<file path="config.mk">
export PLATFORM = sky130hd
export DESIGN_NAME = advert_duplicate_filter_core
export DESIGN_NICKNAME = d
export VERILOG_FILES = /design/src/design/adf_pkg.sv /design/src/design/advert_duplicate_filter_core.sv /design/src/design/adf_cell.sv
export VERILOG_INCLUDE_DIRS = /design/src /design/src/design
export SDC_FILE = /design/constraint.sdc
export NUM_CORES = 2
export LEC_CHECK = 0
export ABC_AREA = 1
export CAP_MARGIN = 20
export CORE_ASPECT_RATIO = 0.9
export CORE_MARGIN = 3
export CORE_UTILIZATION = 59
export DETAILED_ROUTE_END_ITERATION = 10
export DONT_BUFFER_PORTS = 1
export PLACE_DENSITY = 0.81
export REMOVE_ABC_BUFFERS = 1
export SYNTH_ARGS = -nofsm -noshare
export SYNTH_HDL_FRONTEND = slang
export SYNTH_HIERARCHICAL = 1
export SYNTH_SLANG_ARGS = --single-unit
</file>
<file path="constraint.sdc">
create_clock -name clock -period 48.3 [get_ports clock]
set_input_delay 9.66 -clock clock [delete_from_list [all_inputs] [get_ports clock]]
set_output_delay 9.66 -clock clock [all_outputs]
set_load 0.1 [all_outputs]
</file>
<file path="src/design/advert_duplicate_filter_core_assert.svh">
// ---------------------------------------------------------------------------
// Assertion macros for the advertising duplicate filter
// Concurrent checks that compile away when SYNTHESIS is defined.
// ---------------------------------------------------------------------------
`ifndef ADVERT_DUPLICATE_FILTER_CORE_ASSERT_SVH
`define ADVERT_DUPLICATE_FILTER_CORE_ASSERT_SVH

`ifndef SYNTHESIS

// The expression must hold at every clock edge outside reset.
`define ADF_ASSERT(label, clk, rst, expr) \
   label: assert property (@(posedge clk) disable iff (rst) (expr)) \
      else $error("advert duplicate filter: assertion failed");

// When the antecedent holds, the consequent must hold in the next cycle.
`define ADF_ASSERT_NEXT(label, clk, rst, ante, cons) \
   label: assert property (@(posedge clk) disable iff (rst) (ante) |=> (cons)) \
      else $error("advert duplicate filter: assertion failed");

`else

`define ADF_ASSERT(label, clk, rst, expr)
`define ADF_ASSERT_NEXT(label, clk, rst, ante, cons)

`endif

`endif

</file>
<file path="src/design/adf_pkg.sv">
// ---------------------------------------------------------------------------
// Advertising duplicate filter package
// Field widths and the types that travel along the cell chain.
// ---------------------------------------------------------------------------
`default_nettype none

package adf_pkg;

   localparam int TYPE_W = 2;
   localparam int ADDR_W = 48;
   localparam int TIME_W = 32;

   // A request as it moves from cell to cell, with the outcome gathered so far.
   typedef struct packed {
      logic [TYPE_W-1:0] addr_type;
      logic [ADDR_W-1:0] address;
      logic [TIME_W-1:0] sample_time;
      logic              found;     // some cell has claimed the request
      logic              dup;       // matching entry held the same timestamp
      logic              inserted;  // request was stored in a fresh entry
   } adf_probe_type;

   // Per-cell control from the top level.
   typedef struct packed {
      logic advance;  // chain moves this cycle
      logic live;     // this cell's entry has been written
      logic tail;     // this cell is the next one to fill
   } adf_cell_ctl_type;

endpackage

`default_nettype wire

</file>
<file path="src/design/advert_duplicate_filter_core.sv">
// ---------------------------------------------------------------------------
// Advertising duplicate filter core
// Flags received packet reports whose device already sent the same timestamp.
// ---------------------------------------------------------------------------
// Usage:
// A request on the req_ channel carries an address type, a 48-bit device
// address and the sender's 32-bit timestamp. Each request yields exactly one
// response on the rsp_ channel: rsp_is_new is 0 when the device is known and
// its stored timestamp equals the new one, and 1 otherwise.
// The table is a row of TABLE_DEPTH cells, one entry each. An accepted request
// walks the row one cell per cycle unless the row is stalled; the first live
// cell that matches updates its timestamp, or the first unwritten cell stores
// the new device. A device seen with a full table is reported new and not stored.
// The request passes through each cell register in turn and then into the
// response register that drives rsp_valid. One request is in flight at a time,
// so a new request is taken only after the previous one leaves the row; req_ready
// returns as soon as the result enters the response register, even while that
// response still waits to be taken.
// A stalled receiver holds the response; a request that reaches the end of
// the row while the response register is still full waits there.
// Synchronous reset empties the table by clearing the fill count; the entries
// themselves are not cleared and req_ready stays low during reset.
// ---------------------------------------------------------------------------
`default_nettype none

`include "advert_duplicate_filter_core_assert.svh"

module advert_duplicate_filter_core #(
   parameter int TABLE_DEPTH = 10
) (
   input  wire                       clock,
   input  wire                       reset,
   input  wire                       req_valid,
   output logic                      req_ready,
   input  wire [adf_pkg::TYPE_W-1:0] req_address_type,
   input  wire [adf_pkg::ADDR_W-1:0] req_device_address,
   input  wire [adf_pkg::TIME_W-1:0] req_sample_time,
   output logic                      rsp_valid,
   input  wire                       rsp_ready,
   output logic                      rsp_is_new
);

   localparam int FILL_W = $clog2(TABLE_DEPTH + 1);

   logic [FILL_W-1:0] fill_count_ff, fill_count_in;
   logic              busy_ff,       busy_in;
   logic              rsp_valid_ff,  rsp_valid_in;
   logic              rsp_is_new_ff, rsp_is_new_in;

   logic                   req_accept;
   logic                   stall;
   logic                   finish;
   adf_pkg::adf_probe_type entry_probe;

   // Chain links: index k feeds cell k, index TABLE_DEPTH is the row's output.
   logic                   link_valid [TABLE_DEPTH+1];
   adf_pkg::adf_probe_type link_probe [TABLE_DEPTH+1];
   logic [TABLE_DEPTH-1:0] cell_busy;

   assign req_ready  = !busy_ff && !reset;
   assign req_accept = req_valid && req_ready;

   always_comb begin
      entry_probe.addr_type   = req_address_type;
      entry_probe.address     = req_device_address;
      entry_probe.sample_time = req_sample_time;
      entry_probe.found       = 1'b0;
      entry_probe.dup         = 1'b0;
      entry_probe.inserted    = 1'b0;
   end

   assign link_valid[0] = req_accept;
   assign link_probe[0] = entry_probe;

   // The whole row freezes only while a finished request waits at its end.
   assign stall  = link_valid[TABLE_DEPTH] && rsp_valid_ff && !rsp_ready;
   assign finish = link_valid[TABLE_DEPTH] && !stall;

   for (genvar k = 0; k < TABLE_DEPTH; k++) begin : g_cell
      adf_pkg::adf_cell_ctl_type ctl;

      always_comb begin
         ctl.advance = !stall;
         ctl.live    = FILL_W'(k) < fill_count_ff;
         ctl.tail    = FILL_W'(k) == fill_count_ff;
      end

      adf_cell u_cell (
         .clock     (clock),
         .reset     (reset),
         .ctl       (ctl),
         .in_valid  (link_valid[k]),
         .in_probe  (link_probe[k]),
         .out_valid (link_valid[k+1]),
         .out_probe (link_probe[k+1])
      );

      assign cell_busy[k] = link_valid[k+1];
   end

   always_comb begin
      fill_count_in = fill_count_ff;
      busy_in       = busy_ff;
      rsp_valid_in  = rsp_valid_ff && !rsp_ready;
      rsp_is_new_in = rsp_is_new_ff;
      if (req_accept) begin
         busy_in = 1'b1;
      end
      if (finish) begin
         busy_in       = 1'b0;
         rsp_valid_in  = 1'b1;
         rsp_is_new_in = !link_probe[TABLE_DEPTH].dup;
         if (link_probe[TABLE_DEPTH].inserted) begin
            fill_count_in = fill_count_ff + 1'b1;
         end
      end
   end

   always_ff @(posedge clock) begin
      rsp_is_new_ff <= rsp_is_new_in;
      if (reset) begin
         fill_count_ff <= '0;
         busy_ff       <= 1'b0;
         rsp_valid_ff  <= 1'b0;
      end else begin
         fill_count_ff <= fill_count_in;
         busy_ff       <= busy_in;
         rsp_valid_ff  <= rsp_valid_in;
      end
   end

   assign rsp_valid  = rsp_valid_ff;
   assign rsp_is_new = rsp_is_new_ff;

   // Only one request may be walking the row, and only while the core is busy.
   `ADF_ASSERT(a_single_request, clock, reset, $onehot0(cell_busy))
   `ADF_ASSERT(a_idle_row_empty, clock, reset, busy_ff || (cell_busy == '0))
   `ADF_ASSERT(a_fill_bound, clock, reset, fill_count_ff <= FILL_W'(TABLE_DEPTH))
   `ADF_ASSERT_NEXT(a_accept_enters, clock, reset, req_accept, link_valid[1] && busy_ff)

endmodule

`default_nettype wire

</file>
<file path="src/design/adf_cell.sv">
// ---------------------------------------------------------------------------
// Duplicate filter cell
// Holds one table entry, checks the passing request against it and hands
// the request on to the next cell.
// ---------------------------------------------------------------------------
`default_nettype none

module adf_cell (
   input  wire                       clock,
   input  wire                       reset,
   input  adf_pkg::adf_cell_ctl_type ctl,
   input  wire                       in_valid,
   input  adf_pkg::adf_probe_type    in_probe,
   output logic                      out_valid,
   output adf_pkg::adf_probe_type    out_probe
);

   logic [adf_pkg::TYPE_W-1:0] entry_type_ff,    entry_type_in;
   logic [adf_pkg::ADDR_W-1:0] entry_address_ff, entry_address_in;
   logic [adf_pkg::TIME_W-1:0] entry_time_ff,    entry_time_in;
   logic                       probe_valid_ff,   probe_valid_in;
   adf_pkg::adf_probe_type     probe_ff,         probe_in;

   logic active;
   logic match;

   assign active = in_valid && ctl.advance && !in_probe.found;
   assign match  = ctl.live && (entry_type_ff == in_probe.addr_type)
                   && (entry_address_ff == in_probe.address);

   always_comb begin
      entry_type_in    = entry_type_ff;
      entry_address_in = entry_address_ff;
      entry_time_in    = entry_time_ff;
      probe_valid_in   = probe_valid_ff;
      probe_in         = probe_ff;
      if (ctl.advance) begin
         probe_valid_in = in_valid;
         probe_in       = in_probe;
      end
      if (active) begin
         if (match) begin
            probe_in.found = 1'b1;
            probe_in.dup   = (entry_time_ff == in_probe.sample_time);
            entry_time_in  = in_probe.sample_time;
         end else if (ctl.tail) begin
            probe_in.found    = 1'b1;
            probe_in.inserted = 1'b1;
            entry_type_in     = in_probe.addr_type;
            entry_address_in  = in_probe.address;
            entry_time_in     = in_probe.sample_time;
         end
      end
   end

   always_ff @(posedge clock) begin
      entry_type_ff    <= entry_type_in;
      entry_address_ff <= entry_address_in;
      entry_time_ff    <= entry_time_in;
      probe_ff         <= probe_in;
      if (reset) begin
         probe_valid_ff <= 1'b0;
      end else begin
         probe_valid_ff <= probe_valid_in;
      end
   end

   assign out_valid = probe_valid_ff;
   assign out_probe = probe_ff;

endmodule

`default_nettype wire

</file>
Yosys cells after proc, flatten, opt, wreduce, memory -nomap -nowiden:

Index checks and enable logic that the tools add are counted.

* order comparisons: 10
* bitwise logic cells: 10
* divide/modulo/power cells: 0
* add/subtract/negate cells: 1
* shift operators: 0
* equality and inequality tests: 39
* reduce and logical (&&, ||, !) cells: 92
* multiply operators: 0
* muxes and demuxes: 91

Operators with widths (count)
* 2-to-1 mux 32 bit: 20
* == test 48 bit: 10
* == test 32 bit: 10
* 2-to-1 mux 3 bit: 20
* 2-to-1 mux 1 bit: 51
* logical AND 1 bit: 45
* AND reduction 3 bit: 10
* AND reduction 2 bit: 11
* == test 2 bit: 10
* nonzero test 2 bit: 10
* == test 3 x 4 -> 1 bit (first input constant): 4
* less-than comparator 3 x 4 -> 1 bit (first input constant): 4
* zero test 1 bit: 14
* inverter 1 bit: 10
* == test 2 x 4 -> 1 bit (first input constant): 2
* == test 4 bit (first input constant): 2
* less-than comparator 1 x 4 -> 1 bit (first input constant): 2
* less-than comparator 2 x 4 -> 1 bit (first input constant): 2
* less-than comparator 4 bit (first input constant): 2
* adder 4 x 1 -> 4 bit (second input constant): 1
* == test 1 x 4 -> 1 bit (first input constant): 1
* zero test 4 bit: 1
* OR reduction 2 bit: 1

* memories: 0
* RAM bits: 0
* bits in read-only memories: 0
* logic and storage cells: 344
* flip-flop bits (word level): 1605
* bits of input ports: 86
* output and inout port bits: 3
* bits in latches: 0

Depth between registers and ports, before layout:

* depth in word-level cells: 6
* mapped depth: 14
* mapped depth without buffers: 14

Hierarchy:

Netlist, hierarchy kept.

Modules (own cells, without submodules)
* adf_cell: area each 7028.0 um^2, cells each 656, sequential area each 5004.8 um^2, instances 10
* advert_duplicate_filter_core: area each 525.5 um^2, cells each 78, sequential area each 150.1 um^2, instances 1

Least setup slack after synthesis:

Ideal clock, no wire load.

* path kind: input port to flip-flop
* start: input port rsp_ready
* end: register g_cell[0].u_cell.probe_ff, in the netlist g_cell[0].u_cell/out_probe[10], enable pin
* arrival: 28878 ps
* path slack: 11263 ps
* library setup time: 8159 ps
* stages on the path: 2
* cells stage by stage: inv_2 > nand3_1

* longest elaborated chain between the ends: 2

Ends and longest elaborated chain
* start: declaration: RTL line advert_duplicate_filter_core.sv:39 `input wire rsp_ready,`
* zero test 1 bit: RTL line advert_duplicate_filter_core.sv:76 `assign stall = link_valid[TABLE_DEPTH] && rsp_valid_ff && !rsp_ready;`
* logical AND 1 bit: RTL line advert_duplicate_filter_core.sv:76
* end signal: assignment: RTL line adf_cell.sv:60 `probe_ff <= probe_in;`
* end: declaration: RTL line adf_cell.sv:22 `adf_pkg::adf_probe_type probe_ff, probe_in;`

No other way between the ends.
A chain may end at the register's enable or synchronous reset.

Worst setup path in the final report:

* start: input port reset
* end: output port req_ready

* longest elaborated chain between the ends: 2

Ends and longest elaborated chain
* start: declaration: RTL line advert_duplicate_filter_core.sv:32 `input wire reset,`
* zero test 1 bit: RTL line advert_duplicate_filter_core.sv:60 `assign req_ready = !busy_ff && !reset;`
* logical AND 1 bit: RTL line advert_duplicate_filter_core.sv:60
* end: declaration: RTL line advert_duplicate_filter_core.sv:34 `output logic req_ready,`

No other way between the ends.

==> results.yml <==
critical_path:
  setup.worst_path.start_class: "primary input"
  crit_path_top_delay_cell: "nor2_2"
  end_kind: "output pin"
  path_max_fanout: 18
  r2r_start: "rsp_valid"
  crit_chain: "nor2_2"
  crit_buf_inv: 0
  critPathArrivalTime_ns: 10.50
  cpLargestDelayFamily: "simple AND/OR/NAND/NOR gates"
  timing.rr.end: "g_cell[2].u_cell/entry_address_ff[25]"
  setup.worst_path.class: "in2out"
  r2r.worst_path.cells: 9
  slowest_delay_ns: 0.80
  r2r_setup_slack_ns: 43.60
  cp.required_ns: 38.64
synth:
  syn_inst: 6553
  yosys_warnings: 6
  avgSynthCellArea_um2: 10.4
  syn-cell-area_um2: 68300
drt:
  viasPerCell: 5.05
  wl_mm: 146
  firstDrtPassIters: 6
  ant_nets: 0
  wl_per_cell_um: 17.4
  routed-via-count: 42200
  drt_iter0_drc: 3780
  drc_errors: 0
sta:
  fin_setup_tns_ns: 0
  fin_worst_skew_ns: 0.0315
  worstMarginPinSlew_ns: 1.13
  max_freq_mhz: 49.6
  setup_viol: 0
  whs_ns: 0.474
  fin_crit_sh: 0.417
  hold_viol: 0
  min_period_ns: 20.16
  slew_headroom: 0.248
  drv_slew: 0
  rsz0062_at_grt: "no"
cells_and_area:
  antenna_cells: 0
  multi_input_area_um2: 16000
  drive_gt1_frac: 0.0565
  seq_area_um2: 47700
  fin_nets: 6833
  nFillCells: 8134
  syn2layout_area_growth_pct: 10.7
clocking:
  insertion_delay_ns: 0.78
  postCtsResizedCells: 0
  cts_made_buffers: 158
  cts_sinks: 1604
  clk_pin_slew_worst_paths_ns: 0.05
  cts_tree: "built"
  cts_root_buf: "clkbuf_16"
  cts_buffer_depth: 3
  cts_hold_buf: 0
  htreeDepth: 4
  post_cts_buffers: 0
die:
  core_area_um2: 114000
  ios: 89
  initial_core_util: 0.599
  die_y_um: 329
  rows: 117
  die_area_um2: 120000
  die_w_um: 365
place:
  gp_congestion: 0.955
  dp_hpwl_mm: 106
  portBuffers: 0
power_and_ir_drop:
  p_leak_nw: 34.0
  peakVddDrop_mv: 0.0353
  total_power_mw: 2.90
  p_per_area_nw_per_um2: 38.3
global_route:
  grt_max_degree: 202
  grt_pass1_vias: 41100
  grt-ovfl-total: 0
  grt_pass1_wl_mm: 222
  groute.usage.overall: 0.244
  antenna_found_initial: 1
worst_hold_path:
  holdPathEnd: "g_cell[9].u_cell/entry_address_ff[19]"
  whs_path_depth: 0
  hp-start: "g_cell[8].u_cell/out_probe[54]"
  hp-class: "reg2reg"
job:
  max_cap_violations: 0
run_status:
  status: "finished clean"
## power breakdown
part           leakage, nW  internal (mW)  switching (mW)
sequential            15.6           1.56          0.0434
clock                 2.50          0.694           0.521
combinational         16.0         0.0282          0.0481
## how the worst max path moves through the flow
stage          startpoint                             end  slack [ns]  cells past startpoint
2_1_floorplan   rsp_ready  g_cell[0].u_cell/out_probe[10]       13.83                      2
3_3_place_gp        reset                       req_ready       28.17                      1
3_5_place_dp        reset                       req_ready       28.17                      1
4_1_cts             reset                       req_ready       28.17                      1
5_1_grt             reset                       req_ready       28.15                      1
6_report            reset                       req_ready       28.14                      1
## flip-flops by register name (all words and copies together) (netlist names)
signal	count
rsp_valid	1
g_cell.u_cell/out_valid	10
g_cell.u_cell/out_probe	767
fill_count_ff	4
rsp_is_new	1
g_cell.u_cell/entry_address_ff	480
g_cell.u_cell/entry_type_ff	20
g_cell.u_cell/entry_time_ff	320
busy_ff	1
## layer usage
layer	wire, µm	up-vias	global-route usage
met2	72600	1222	0.423
li1	-	21000	-
met5	0	-	0
met4	6780	0	0.112
met1	58500	19600	0.300
met3	7640	330	0.0401
## metrics by stage
step	setup slack [ns]	instance area [µm²]	utilization	std cells
floorplan	13.83	68300	-	6553
global placement	28.17	70400	0.617	8068
detailed placement	28.17	70400	0.617	8068
CTS	28.17	75600	0.663	8356
global route	28.15	75600	0.663	8358
finish	28.14	75600	0.663	8358
## cell usage in the layout (no fill, tap or decap), drive strengths merged, types with 14 or more instances in the layout
| cell | count |
|---|---|
| a21oi | 16 |
| buf | 30 |
| bufinv | 14 |
| clkbuf | 197 |
| clkinv | 69 |
| dfxtp | 45 |
| edfxtp | 1559 |
| inv | 1215 |
| nand2 | 2340 |
| nand3 | 72 |
| nand4 | 80 |
| nor2 | 924 |
| xnor2 | 40 |
| xor2 | 201 |
## final cells by class
cell class / instances / area share
flip-flops and latches: 1604 / 0.631
multi-input cells: 3734 / 0.212
inverters: 1215 / 0.0603
clock buffers: 197 / 0.0550
well taps: 1487 / 0.0246
clock inverters: 91 / 0.0135
repair buffers: 30 / 0.00374
Power figures use the tool's default switching activity.
